===== src/rtl/core/bale_pkg.sv =====
// ----------------------------------------------------------------------------
// bale_pkg
// Shared types and constants of the bounded array list engine: command codes,
// sequencer states, field widths and the result status group.
// ----------------------------------------------------------------------------
`default_nettype none

package bale_pkg;

	// default sizes of the list storage
	localparam int DEPTH_DEF        = 16;
	localparam int KEY_BITS_DEF     = 64;
	localparam int PAYLOAD_BITS_DEF = 32;

	// fixed widths of the port fields
	localparam int CMD_W     = 3;
	localparam int POS_W     = 4;
	localparam int KEY_W     = 64;
	localparam int PAY_W     = 32;
	localparam int COUNT_W   = 5;

	typedef enum logic [CMD_W-1:0] {
		CMD_INSERT = 3'd0,
		CMD_DELETE = 3'd1,
		CMD_UPDATE = 3'd2,
		CMD_READ   = 3'd3,
		CMD_FIND   = 3'd4
	} cmd_t;

	typedef enum logic [3:0] {
		ST_IDLE,
		ST_EXEC,
		ST_INS_RD,
		ST_INS_WR,
		ST_INS_PUT,
		ST_DEL_RD,
		ST_DEL_WR,
		ST_DEL_END,
		ST_UPD,
		ST_RD_WAIT,
		ST_FIND_RD,
		ST_FIND_CMP,
		ST_DONE
	} state_t;

	typedef struct packed {
		logic               ok;
		logic [POS_W-1:0]   rpos;
		logic [COUNT_W-1:0] count;
		logic               empty;
	} status_t;

endpackage

`default_nettype wire


===== src/rtl/core/bale_store.sv =====
// ----------------------------------------------------------------------------
// bale_store
// Entry memory of the list: one word per position holding key and payload,
// one write port and one read port with registered read data.
// ----------------------------------------------------------------------------
`default_nettype none

module bale_store #(
	parameter int DEPTH        = bale_pkg::DEPTH_DEF,
	parameter int KEY_BITS     = bale_pkg::KEY_BITS_DEF,
	parameter int PAYLOAD_BITS = bale_pkg::PAYLOAD_BITS_DEF,
	localparam int AW          = $clog2(DEPTH),
	localparam int WW          = KEY_BITS + PAYLOAD_BITS
) (
	input  wire logic          clk,
	input  wire logic          we,
	input  wire logic [AW-1:0] waddr,
	input  wire logic [WW-1:0] wdata,
	input  wire logic [AW-1:0] raddr,
	output logic      [WW-1:0] rdata
);

	logic [WW-1:0] mem [DEPTH];

	always_ff @(posedge clk) begin
		if (we) begin
			mem[waddr] <= wdata;
		end
	end

	always_ff @(posedge clk) begin
		rdata <= mem[raddr];
	end

endmodule

`default_nettype wire


===== src/rtl/core/bale_ctrl.sv =====
// ----------------------------------------------------------------------------
// bale_ctrl
// Command sequencer: walks the entry memory one position at a time to shift
// entries for insert and delete, scans keys for find, and keeps the count.
// ----------------------------------------------------------------------------
`default_nettype none

module bale_ctrl #(
	parameter int DEPTH        = bale_pkg::DEPTH_DEF,
	parameter int KEY_BITS     = bale_pkg::KEY_BITS_DEF,
	parameter int PAYLOAD_BITS = bale_pkg::PAYLOAD_BITS_DEF,
	localparam int AW          = $clog2(DEPTH),
	localparam int WW          = KEY_BITS + PAYLOAD_BITS
) (
	input  wire logic                           clk,
	input  wire logic                           arst_n,
	// item beat
	input  wire logic                           in_valid,
	output logic                                in_stall,
	input  wire logic [bale_pkg::CMD_W-1:0]     command,
	input  wire logic [bale_pkg::POS_W-1:0]     position,
	input  wire logic                           append,
	input  wire logic [bale_pkg::KEY_W-1:0]     item_key,
	input  wire logic [bale_pkg::PAY_W-1:0]     item_payload,
	// result handoff
	output logic                                res_valid,
	input  wire logic                           res_ready,
	output bale_pkg::status_t                   res_status,
	output logic      [KEY_BITS-1:0]            res_key,
	output logic      [PAYLOAD_BITS-1:0]        res_pay,
	// entry memory
	output logic                                mem_we,
	output logic      [AW-1:0]                  mem_waddr,
	output logic      [WW-1:0]                  mem_wdata,
	output logic      [AW-1:0]                  mem_raddr,
	input  wire logic [WW-1:0]                  mem_rdata
);

	localparam int CNT_W = $clog2(DEPTH + 1);
	localparam int CMP_W = CNT_W + bale_pkg::POS_W;
	localparam int PW_X  = (PAYLOAD_BITS > bale_pkg::PAY_W) ? PAYLOAD_BITS : bale_pkg::PAY_W;

	bale_pkg::state_t state_q, state_d;
	bale_pkg::cmd_t   cmd_q;

	logic [CNT_W-1:0]        occ_q;
	logic [CNT_W-1:0]        q_q;
	logic [CMP_W-1:0]        pos_q;
	logic [KEY_BITS-1:0]     key_q;
	logic [PAYLOAD_BITS-1:0] pay_q;

	logic                    ok_q;
	logic [bale_pkg::POS_W-1:0] rpos_q;
	logic [KEY_BITS-1:0]     rkey_q;
	logic [PAYLOAD_BITS-1:0] rpay_q;

	logic [CMP_W-1:0] occ_x, q_x, depth_x;
	logic [KEY_BITS-1:0]     rd_key;
	logic [PAYLOAD_BITS-1:0] rd_pay;
	logic                    key_hit;
	logic                    pos_in_list;
	logic [PW_X-1:0]         pay_x;

	assign occ_x       = CMP_W'(occ_q);
	assign q_x         = CMP_W'(q_q);
	assign depth_x     = CMP_W'(DEPTH);
	assign rd_key      = mem_rdata[WW-1 -: KEY_BITS];
	assign rd_pay      = mem_rdata[PAYLOAD_BITS-1:0];
	assign key_hit     = (rd_key == key_q);
	assign pos_in_list = (pos_q < occ_x);
	assign pay_x       = PW_X'(item_payload);

	// next state
	always_comb begin
		state_d = state_q;
		unique case (state_q)
			bale_pkg::ST_IDLE: begin
				if (in_valid) begin
					state_d = bale_pkg::ST_EXEC;
				end
			end
			bale_pkg::ST_EXEC: begin
				unique case (cmd_q)
					bale_pkg::CMD_INSERT: begin
						if (occ_x < depth_x && pos_q <= occ_x) begin
							state_d = (occ_x > pos_q) ? bale_pkg::ST_INS_RD : bale_pkg::ST_INS_PUT;
						end else begin
							state_d = bale_pkg::ST_DONE;
						end
					end
					bale_pkg::CMD_DELETE: begin
						if (pos_in_list) begin
							state_d = (pos_q + CMP_W'(1) < occ_x) ? bale_pkg::ST_DEL_RD
								: bale_pkg::ST_DEL_END;
						end else begin
							state_d = bale_pkg::ST_DONE;
						end
					end
					bale_pkg::CMD_UPDATE: begin
						state_d = pos_in_list ? bale_pkg::ST_UPD : bale_pkg::ST_DONE;
					end
					bale_pkg::CMD_READ: begin
						state_d = pos_in_list ? bale_pkg::ST_RD_WAIT : bale_pkg::ST_DONE;
					end
					bale_pkg::CMD_FIND: begin
						state_d = (occ_q != '0) ? bale_pkg::ST_FIND_RD : bale_pkg::ST_DONE;
					end
					default: begin
						state_d = bale_pkg::ST_DONE;
					end
				endcase
			end
			bale_pkg::ST_INS_RD:  state_d = bale_pkg::ST_INS_WR;
			bale_pkg::ST_INS_WR: begin
				state_d = (q_x - CMP_W'(1) > pos_q) ? bale_pkg::ST_INS_RD : bale_pkg::ST_INS_PUT;
			end
			bale_pkg::ST_INS_PUT: state_d = bale_pkg::ST_DONE;
			bale_pkg::ST_DEL_RD:  state_d = bale_pkg::ST_DEL_WR;
			bale_pkg::ST_DEL_WR: begin
				state_d = (q_x + CMP_W'(2) < occ_x) ? bale_pkg::ST_DEL_RD : bale_pkg::ST_DEL_END;
			end
			bale_pkg::ST_DEL_END: state_d = bale_pkg::ST_DONE;
			bale_pkg::ST_UPD:     state_d = bale_pkg::ST_DONE;
			bale_pkg::ST_RD_WAIT: state_d = bale_pkg::ST_DONE;
			bale_pkg::ST_FIND_RD: state_d = bale_pkg::ST_FIND_CMP;
			bale_pkg::ST_FIND_CMP: begin
				if (key_hit || q_x + CMP_W'(1) >= occ_x) begin
					state_d = bale_pkg::ST_DONE;
				end else begin
					state_d = bale_pkg::ST_FIND_RD;
				end
			end
			bale_pkg::ST_DONE: begin
				if (res_ready) begin
					state_d = bale_pkg::ST_IDLE;
				end
			end
			default: state_d = bale_pkg::ST_IDLE;
		endcase
	end

	// memory strobes and handshake
	always_comb begin
		in_stall  = 1'b1;
		res_valid = 1'b0;
		mem_we    = 1'b0;
		mem_waddr = AW'(q_q);
		mem_wdata = mem_rdata;
		mem_raddr = AW'(q_q);
		unique case (state_q)
			bale_pkg::ST_IDLE: in_stall = 1'b0;
			bale_pkg::ST_EXEC: mem_raddr = AW'(pos_q);
			bale_pkg::ST_INS_RD: mem_raddr = AW'(q_q - CNT_W'(1));
			bale_pkg::ST_INS_WR: mem_we = 1'b1;
			bale_pkg::ST_INS_PUT, bale_pkg::ST_UPD: begin
				mem_we    = 1'b1;
				mem_waddr = AW'(pos_q);
				mem_wdata = {key_q, pay_q};
			end
			bale_pkg::ST_DEL_RD: mem_raddr = AW'(q_q + CNT_W'(1));
			bale_pkg::ST_DEL_WR: mem_we = 1'b1;
			bale_pkg::ST_DONE: res_valid = 1'b1;
			default: ;
		endcase
	end

	always_ff @(posedge clk or negedge arst_n) begin
		if (!arst_n) begin
			state_q <= bale_pkg::ST_IDLE;
			occ_q   <= '0;
		end else begin
			state_q <= state_d;
			if (state_q == bale_pkg::ST_INS_PUT) begin
				occ_q <= occ_q + CNT_W'(1);
			end else if (state_q == bale_pkg::ST_DEL_END) begin
				occ_q <= occ_q - CNT_W'(1);
			end
		end
	end

	// item capture and walk pointer
	always_ff @(posedge clk) begin
		unique case (state_q)
			bale_pkg::ST_IDLE: begin
				if (in_valid) begin
					cmd_q <= bale_pkg::cmd_t'(command);
					// append targets the current end of the list
					if (bale_pkg::cmd_t'(command) == bale_pkg::CMD_INSERT && append) begin
						pos_q <= occ_x;
					end else begin
						pos_q <= CMP_W'(position);
					end
					key_q <= item_key[KEY_BITS-1:0];
					pay_q <= pay_x[PAYLOAD_BITS-1:0];
				end
			end
			bale_pkg::ST_EXEC: begin
				ok_q   <= 1'b0;
				rpos_q <= (cmd_q == bale_pkg::CMD_FIND) ? '0 : pos_q[bale_pkg::POS_W-1:0];
				rkey_q <= '0;
				rpay_q <= '0;
				if (cmd_q == bale_pkg::CMD_INSERT) begin
					q_q <= occ_q;
				end else if (cmd_q == bale_pkg::CMD_DELETE) begin
					q_q <= CNT_W'(pos_q);
				end else begin
					q_q <= '0;
				end
			end
			bale_pkg::ST_INS_WR: q_q <= q_q - CNT_W'(1);
			bale_pkg::ST_DEL_WR: q_q <= q_q + CNT_W'(1);
			bale_pkg::ST_INS_PUT, bale_pkg::ST_DEL_END, bale_pkg::ST_UPD: ok_q <= 1'b1;
			bale_pkg::ST_RD_WAIT: begin
				ok_q   <= 1'b1;
				rkey_q <= rd_key;
				rpay_q <= rd_pay;
			end
			bale_pkg::ST_FIND_CMP: begin
				if (key_hit) begin
					ok_q   <= 1'b1;
					rpos_q <= q_x[bale_pkg::POS_W-1:0];
					rkey_q <= rd_key;
					rpay_q <= rd_pay;
				end else begin
					q_q <= q_q + CNT_W'(1);
				end
			end
			default: ;
		endcase
	end

	assign res_status.ok    = ok_q;
	assign res_status.rpos  = rpos_q;
	assign res_status.count = occ_x[bale_pkg::COUNT_W-1:0];
	assign res_status.empty = (occ_q == '0);
	assign res_key          = rkey_q;
	assign res_pay          = rpay_q;

endmodule

`default_nettype wire


===== src/rtl/core/bounded_array_list_engine_unit.sv =====
// ----------------------------------------------------------------------------
// bounded_array_list_engine_unit
// Ordered list of up to DEPTH key/payload entries with insert, append,
// delete, update, read and find-by-key commands.
//
// The input channel takes one command beat (in_valid/in_stall); the output
// channel gives one result beat per command (out_valid/out_stall). The block
// works on one command at a time and holds in_stall high until that command
// has handed its result to the output register. Every memory access goes
// through a single read port and a single write port, so a command moves
// or scans entries one position at a time:
//   update, read, rejected or unknown command: no entries walked
//   insert at p with count n:  entries n-1 down to p each move up by one
//   delete at p with count n:  entries p+1 to n-1 each move down by one
//   find:                      keys are read from index 0 until a match or the end
// The result appears on out_valid the cycle after the command hands it over and
// the next command can be taken in that same cycle. When the receiver stalls,
// the result holds in the output register; the next command is still taken
// and runs, then waits for the register to drain. Reset empties the list and
// clears out_valid; entry storage needs no clearing.
// ----------------------------------------------------------------------------
`default_nettype none

module bounded_array_list_engine_unit #(
	parameter int DEPTH        = bale_pkg::DEPTH_DEF,
	parameter int KEY_BITS     = bale_pkg::KEY_BITS_DEF,
	parameter int PAYLOAD_BITS = bale_pkg::PAYLOAD_BITS_DEF
) (
	input  wire logic                           clk,
	input  wire logic                           arst_n,
	input  wire logic                           in_valid,
	output logic                                in_stall,
	input  wire logic [bale_pkg::CMD_W-1:0]     command,
	input  wire logic [bale_pkg::POS_W-1:0]     position,
	input  wire logic                           append,
	input  wire logic [bale_pkg::KEY_W-1:0]     item_key,
	input  wire logic [bale_pkg::PAY_W-1:0]     item_payload,
	output logic                                out_valid,
	input  wire logic                           out_stall,
	output logic                                accepted,
	output logic      [bale_pkg::POS_W-1:0]     result_position,
	output logic      [bale_pkg::KEY_W-1:0]     out_key,
	output logic      [bale_pkg::PAY_W-1:0]     out_payload,
	output logic      [bale_pkg::COUNT_W-1:0]   entry_count,
	output logic                                list_empty
);

	localparam int AW   = $clog2(DEPTH);
	localparam int WW   = KEY_BITS + PAYLOAD_BITS;
	localparam int PW_X = (PAYLOAD_BITS > bale_pkg::PAY_W) ? PAYLOAD_BITS : bale_pkg::PAY_W;

	logic                    res_valid;
	logic                    res_ready;
	bale_pkg::status_t       res_status;
	logic [KEY_BITS-1:0]     res_key;
	logic [PAYLOAD_BITS-1:0] res_pay;
	logic [PW_X-1:0]         res_pay_x;

	logic          mem_we;
	logic [AW-1:0] mem_waddr;
	logic [WW-1:0] mem_wdata;
	logic [AW-1:0] mem_raddr;
	logic [WW-1:0] mem_rdata;

	bale_ctrl #(
		.DEPTH        (DEPTH),
		.KEY_BITS     (KEY_BITS),
		.PAYLOAD_BITS (PAYLOAD_BITS)
	) u_ctrl (
		.clk          (clk),
		.arst_n       (arst_n),
		.in_valid     (in_valid),
		.in_stall     (in_stall),
		.command      (command),
		.position     (position),
		.append       (append),
		.item_key     (item_key),
		.item_payload (item_payload),
		.res_valid    (res_valid),
		.res_ready    (res_ready),
		.res_status   (res_status),
		.res_key      (res_key),
		.res_pay      (res_pay),
		.mem_we       (mem_we),
		.mem_waddr    (mem_waddr),
		.mem_wdata    (mem_wdata),
		.mem_raddr    (mem_raddr),
		.mem_rdata    (mem_rdata)
	);

	bale_store #(
		.DEPTH        (DEPTH),
		.KEY_BITS     (KEY_BITS),
		.PAYLOAD_BITS (PAYLOAD_BITS)
	) u_store (
		.clk   (clk),
		.we    (mem_we),
		.waddr (mem_waddr),
		.wdata (mem_wdata),
		.raddr (mem_raddr),
		.rdata (mem_rdata)
	);

	// output register: free when empty or draining this cycle
	assign res_ready = !out_valid || !out_stall;
	assign res_pay_x = PW_X'(res_pay);

	always_ff @(posedge clk or negedge arst_n) begin
		if (!arst_n) begin
			out_valid <= 1'b0;
		end else if (res_ready) begin
			out_valid <= res_valid;
		end
	end

	always_ff @(posedge clk) begin
		if (res_ready && res_valid) begin
			accepted        <= res_status.ok;
			result_position <= res_status.rpos;
			out_key         <= bale_pkg::KEY_W'(res_key);
			out_payload     <= res_pay_x[bale_pkg::PAY_W-1:0];
			entry_count     <= res_status.count;
			list_empty      <= res_status.empty;
		end
	end

endmodule

`default_nettype wire

===== config.mk =====
export PLATFORM = sky130hd
export DESIGN_NAME = bounded_array_list_engine_unit
export DESIGN_NICKNAME = d
export VERILOG_FILES = /design/src/rtl/core/bale_pkg.sv /design/src/rtl/core/bale_store.sv /design/src/rtl/core/bale_ctrl.sv /design/src/rtl/core/bounded_array_list_engine_unit.sv
export SDC_FILE = /design/constraint.sdc
export NUM_CORES = 2
export LEC_CHECK = 0
export BUFFER_PORTS_ARGS = -buffer_cell sky130_fd_sc_hd__buf_2
export CORE_UTILIZATION = 40
export DETAILED_ROUTE_END_ITERATION = 12
export GPL_TIMING_DRIVEN = 0
export PLACE_DENSITY_LB_ADDON = 0.15
export SYNTH_ARGS = -nofsm -noshare
export SYNTH_HDL_FRONTEND = slang
export SYNTH_HIERARCHICAL = 1
export SYNTH_SLANG_ARGS = --single-unit

===== constraint.sdc =====
create_clock -name clk -period 10.2 [get_ports clk]
set_input_delay 0.51 -clock clk [delete_from_list [all_inputs] [get_ports clk]]
set_output_delay 0.51 -clock clk [all_outputs]
set_load 0.1 [all_outputs]

==> summary.md <==
The run finished with clean final reports. Per report_power, the clock group accounts for 25.2% of the total. In this run the deepest clock path goes through 3 buffers. The count of buffer and inverter cells on the critical path was 6; the pin count of the biggest net entering global routing was 44.

The critical path startpoint is u_ctrl/state_q[3]. Summed over all failing endpoints, the final setup total negative slack is 0 ns. Clock tree synthesis inserted a total of 203 buffers.

The tools report the internal cell power as 19.5 mW. Sequential cells account for 41.9% of the total power. Dividing the detail-routed via count by the number of cells gives 5.38. The logs give 10 for the number of antenna violations at the first check in global routing and 4182 for the layout net count. In the synthesized netlist, the number of instances is 3379. Clock-pin slew was measured on the worst setup and hold paths at 0.06 ns. From left edge to right edge, the die measures 431 um. In this run, synthesis produced a sequential element count of 1959.

The count of buffers added on input and output ports is 216. The delay of the slowest critical-path stage is 0.84 ns, and the effective utilization at floorplan is 40.2%. The layout filler cell count is 15000, and the mean routed wirelength per cell is 29.1 um. The distinct cell type count of the synthesized netlist is 61.

Net switching is 34.0% of the power. Cell taking the most area after synthesis: sky130_fd_sc_hd__edfxtp_1. Origin of the critical flop-to-flop path: u_ctrl/state_q[3].

At the worst endpoint, the required time is 10.72 ns. For the number of nets still failing antenna checks after routing, the log shows 0. The multiplexer share of the synthesized area was 13.3%; the xor and xnor fraction of the mapped netlist area was 0.953%. In the synthesized netlist the async set-or-reset flop fraction comes to 0.510%. The worst setup path is launched from a register. The worst path meets setup with 4.91 ns of slack. At the pin with the least slew margin, the transition time is 1.35 ns. The core region is 183000 sq um. The worst-case headroom to the max-slew limit is 8.92%. The total of max-cap violations was 0. The routed design could run at a clock period as short as 5.29 ns.

Yosys mapped a number of flops with a built-in enable equal to 1853. In this design, the largest share of critical-path delay is due to buffers and inverters. In this run the register-to-register setup slack is 4.91 ns. The tools report the endpoint kind of the worst setup timing path as a register.

The synthesized netlist devotes 0.606% of its cell area to adder and majority cells. The via count of the first global-routing pass was 36600. The logs give 217 for the I/O pin count and 0.0337 ns for the post-route clock skew. For this run the aggregate overflow at the end of global routing stands at 0.

After synthesis, the largest family of logic cells by area is multiplexers. The part of the cycle the worst path needs is 51.8%. The post-route netlist has 29.3% of its cells at a drive strength greater than 1. In this run, the number of DRC markers left after iteration 0 of detailed routing was 3488.

The highest net fanout along the worst path is 18, and the final weighted congestion of routability-driven global placement is 0.801. Root buffer cell: sky130_fd_sc_hd__clkbuf_16. Setup repair after global routing left no endpoint under its margin. The H-tree was split into 4 levels. Data arrival at the endpoint of the critical path: 5.81 ns. Each instance of the synthesized netlist takes up on average 21.8 sq um. Leaving out fill and tap cells, the most frequent cell in the layout is sky130_fd_sc_hd__edfxtp_1. The post-synthesis compound-gate area fraction is 2.70%.

The number of slew-limit violations in the final report came out at 0. In the post-synthesis netlist, the biggest area contributors are sky130_fd_sc_hd__edfxtp_1 76%, sky130_fd_sc_hd__mux4_2 12%, sky130_fd_sc_hd__dfxtp_1 2.6%. The highest clock rate came out at 0.189 GHz. For this run, the leading register cell type out of synthesis is sky130_fd_sc_hd__edfxtp_1. The synthesized design devotes to its leading area cell type 75.7% of total area.

For this design the ratio of total power to cell area is 335 nW/um^2. The number of nets handed over by synthesis was 3522. The tools report the estimated wirelength of the detail-placed design as 126000 um. The clock network latency to the later pin of the worst-skew pair was 0.85 ns; the worst setup timing slack at the placement stage was 4.97 ns. The library cells used most frequently in the layout, excluding fill and tap cells, are 1853 x sky130_fd_sc_hd__edfxtp_1, 384 x sky130_fd_sc_hd__mux4_2, 239 x sky130_fd_sc_hd__buf_2.

Combinational logic burns 32.8% of the power. The final setup violation count was 0; the final-report hold violation count was 0. The worst-case vdd ir drop is 0.212 mV.

For the switching power, the log shows 10.0 mW. Among all stages on the critical path, the largest delay is contributed by sky130_fd_sc_hd__nor2_4. The routed layout has 36000 vias. Compared with the post-synthesis result, the final layout area differs by 19.6%. Fraction of the mapped netlist area in simple logic gates: 2.41%.

The die is 431 um tall. In this design, the critical path's most frequently occurring cell is sky130_fd_sc_hd__buf_12. For this run, the detailed router's first-pass iteration total came to 5. The die covers 186000 sq um.

Yosys printed 6 warnings. The total number of clock tree sinks was 1959; the all-layer global routing usage was 21.0%. The class of the most critical hold timing path is input pin to async pin. The run gives 194000 um as the post-detailed-routing wire length. Summing the sequential cell areas from Yosys gives 78.6% of the chip area. Row generation in the floorplan step produced 157 rows.

The worst setup path is of the register to register kind. TritonCTS built the clock tree. The critical path goes through inv_2, nor2_1, o21ai_1, buf_4, buf_2, nand2_1, o21ai_0, nand2_1, nor2_4, buf_12, buf_12, buf_12. The first global-routing pass estimated 274000 um of wire. For this run, design rule violations remaining after detail routing come to 0.

The mapped netlist covers 73500 sq um. Summed over all cells, the static leakage comes to 28.8 nW.
[power by group through the flow]
stage               clock network [mW]  registers [mW]  logic [mW]
detailed placement                   0            12.6        9.79
finish                            7.44            12.4        9.69
global route                      7.92            12.5        10.3
floorplan                            0            13.4        5.30
CTS                               7.62            12.4        9.84
global placement                     0            13.0        9.25
[flip-flops by register name, summed over array words and instances (netlist names), 32 cells and up]
register        flops
out_payload        32
u_ctrl/res_key     64
u_ctrl/key_q       64
out_key            64
u_store/mem      1536
u_ctrl/res_pay     32
u_store/rdata      96
u_ctrl/pay_q       32
[path summary, 6_finish.rpt]
check                                      end  cells after the start
max                        u_store/mem[11][79]                     12
min                                  out_valid                      2
max reg2reg                u_store/mem[11][79]                     12
min reg2reg                    out_payload[15]                      0
max in group asynchronous    u_ctrl/state_q[1]                      2
min in group clk             u_ctrl/state_q[0]                      3
[cells in the mapped netlist (10+ instances only)]
cell type,number
sky130_fd_sc_hd__edfxtp_1,1853
sky130_fd_sc_hd__nor3_1,11
sky130_fd_sc_hd__dfrtp_1,10
sky130_fd_sc_hd__nand2_1,131
sky130_fd_sc_hd__nand4_1,19
sky130_fd_sc_hd__mux2_2,101
sky130_fd_sc_hd__nand3_1,18
sky130_fd_sc_hd__buf_1,29
sky130_fd_sc_hd__buf_6,27
sky130_fd_sc_hd__inv_1,17
sky130_fd_sc_hd__buf_2,23
sky130_fd_sc_hd__a22oi_1,194
sky130_fd_sc_hd__clkbuf_1,65
sky130_fd_sc_hd__mux4_2,384
sky130_fd_sc_hd__o21ai_0,28
sky130_fd_sc_hd__dfxtp_1,96
sky130_fd_sc_hd__a21oi_1,21
sky130_fd_sc_hd__buf_4,21
sky130_fd_sc_hd__ha_1,34
sky130_fd_sc_hd__xnor2_1,73
sky130_fd_sc_hd__and2_1,97
sky130_fd_sc_hd__nor2_1,39
[logic make-up (layout without fill, tap and decap cells)]
logic type               Yosys count  after routing
buffers and inverters            184           1022
other                              0              4
AO/OA/AOI/OAI                    280            280
XOR/XNOR                          80             80
multiplexers                     488            488
adder cells (fa/ha/maj)           35             35
AND/OR/NAND/NOR                  353            353
flip-flops                      1959           1959
[worst reg2reg max path: cells and delay by family, from the launching register on]
| kind | cells | cell delay, ns |
|---|---|---|
| buf+inv | 6 | 1.80 |
| simple gates | 4 | 1.52 |
| compound gates | 2 | 1.18 |
| flops | 1 | 0.46 |
[routing by layer]
metal,wire length [um],track usage [%]
met5,7,0
met2,93900,33.8
met3,12600,4.23
met4,4770,5.94
met1,83100,29.1
[layout make-up]
type                    instances  area (sq um)  share of cell area, %
clock buffers                 293          5690                   6.47
flip-flops and latches       1959         57800                   65.7
clock inverters                90          1050                   1.20
repair buffers                455          4470                   5.08
plain buffers                 165           930                   1.06
diodes                          4          10.0                 0.0114
well taps                    2464          3080                   3.50
inverters                      19          71.3                 0.0811
multi-input cells            1236         14900                   16.9
[what timing repair did]
item	CTS	global route
resized for setup	0	0
setup buffers	0	0
endpoints found under the hold margin	114	0
hold buffers	105	0
[through the flow]
step / hold slack (ns) / utilization [%] / cell area, sq um / cells / total power, mW
after detailed placement: 0.386 / 43.8 / 80200 / 6193 / 22.3
after floorplan: 0.214 / - / 73500 / 3379 / 18.7
after CTS: 0.000103 / 48.1 / 88000 / 6681 / 29.9
after global placement: 0.384 / 42.5 / 77700 / 6059 / 22.2
after global routing: 0.0666 / 48.1 / 88000 / 6682 / 30.8
final: 0.0674 / 48.1 / 88000 / 6685 / 29.5
Note: power is estimated with default switching activity, not from simulation.
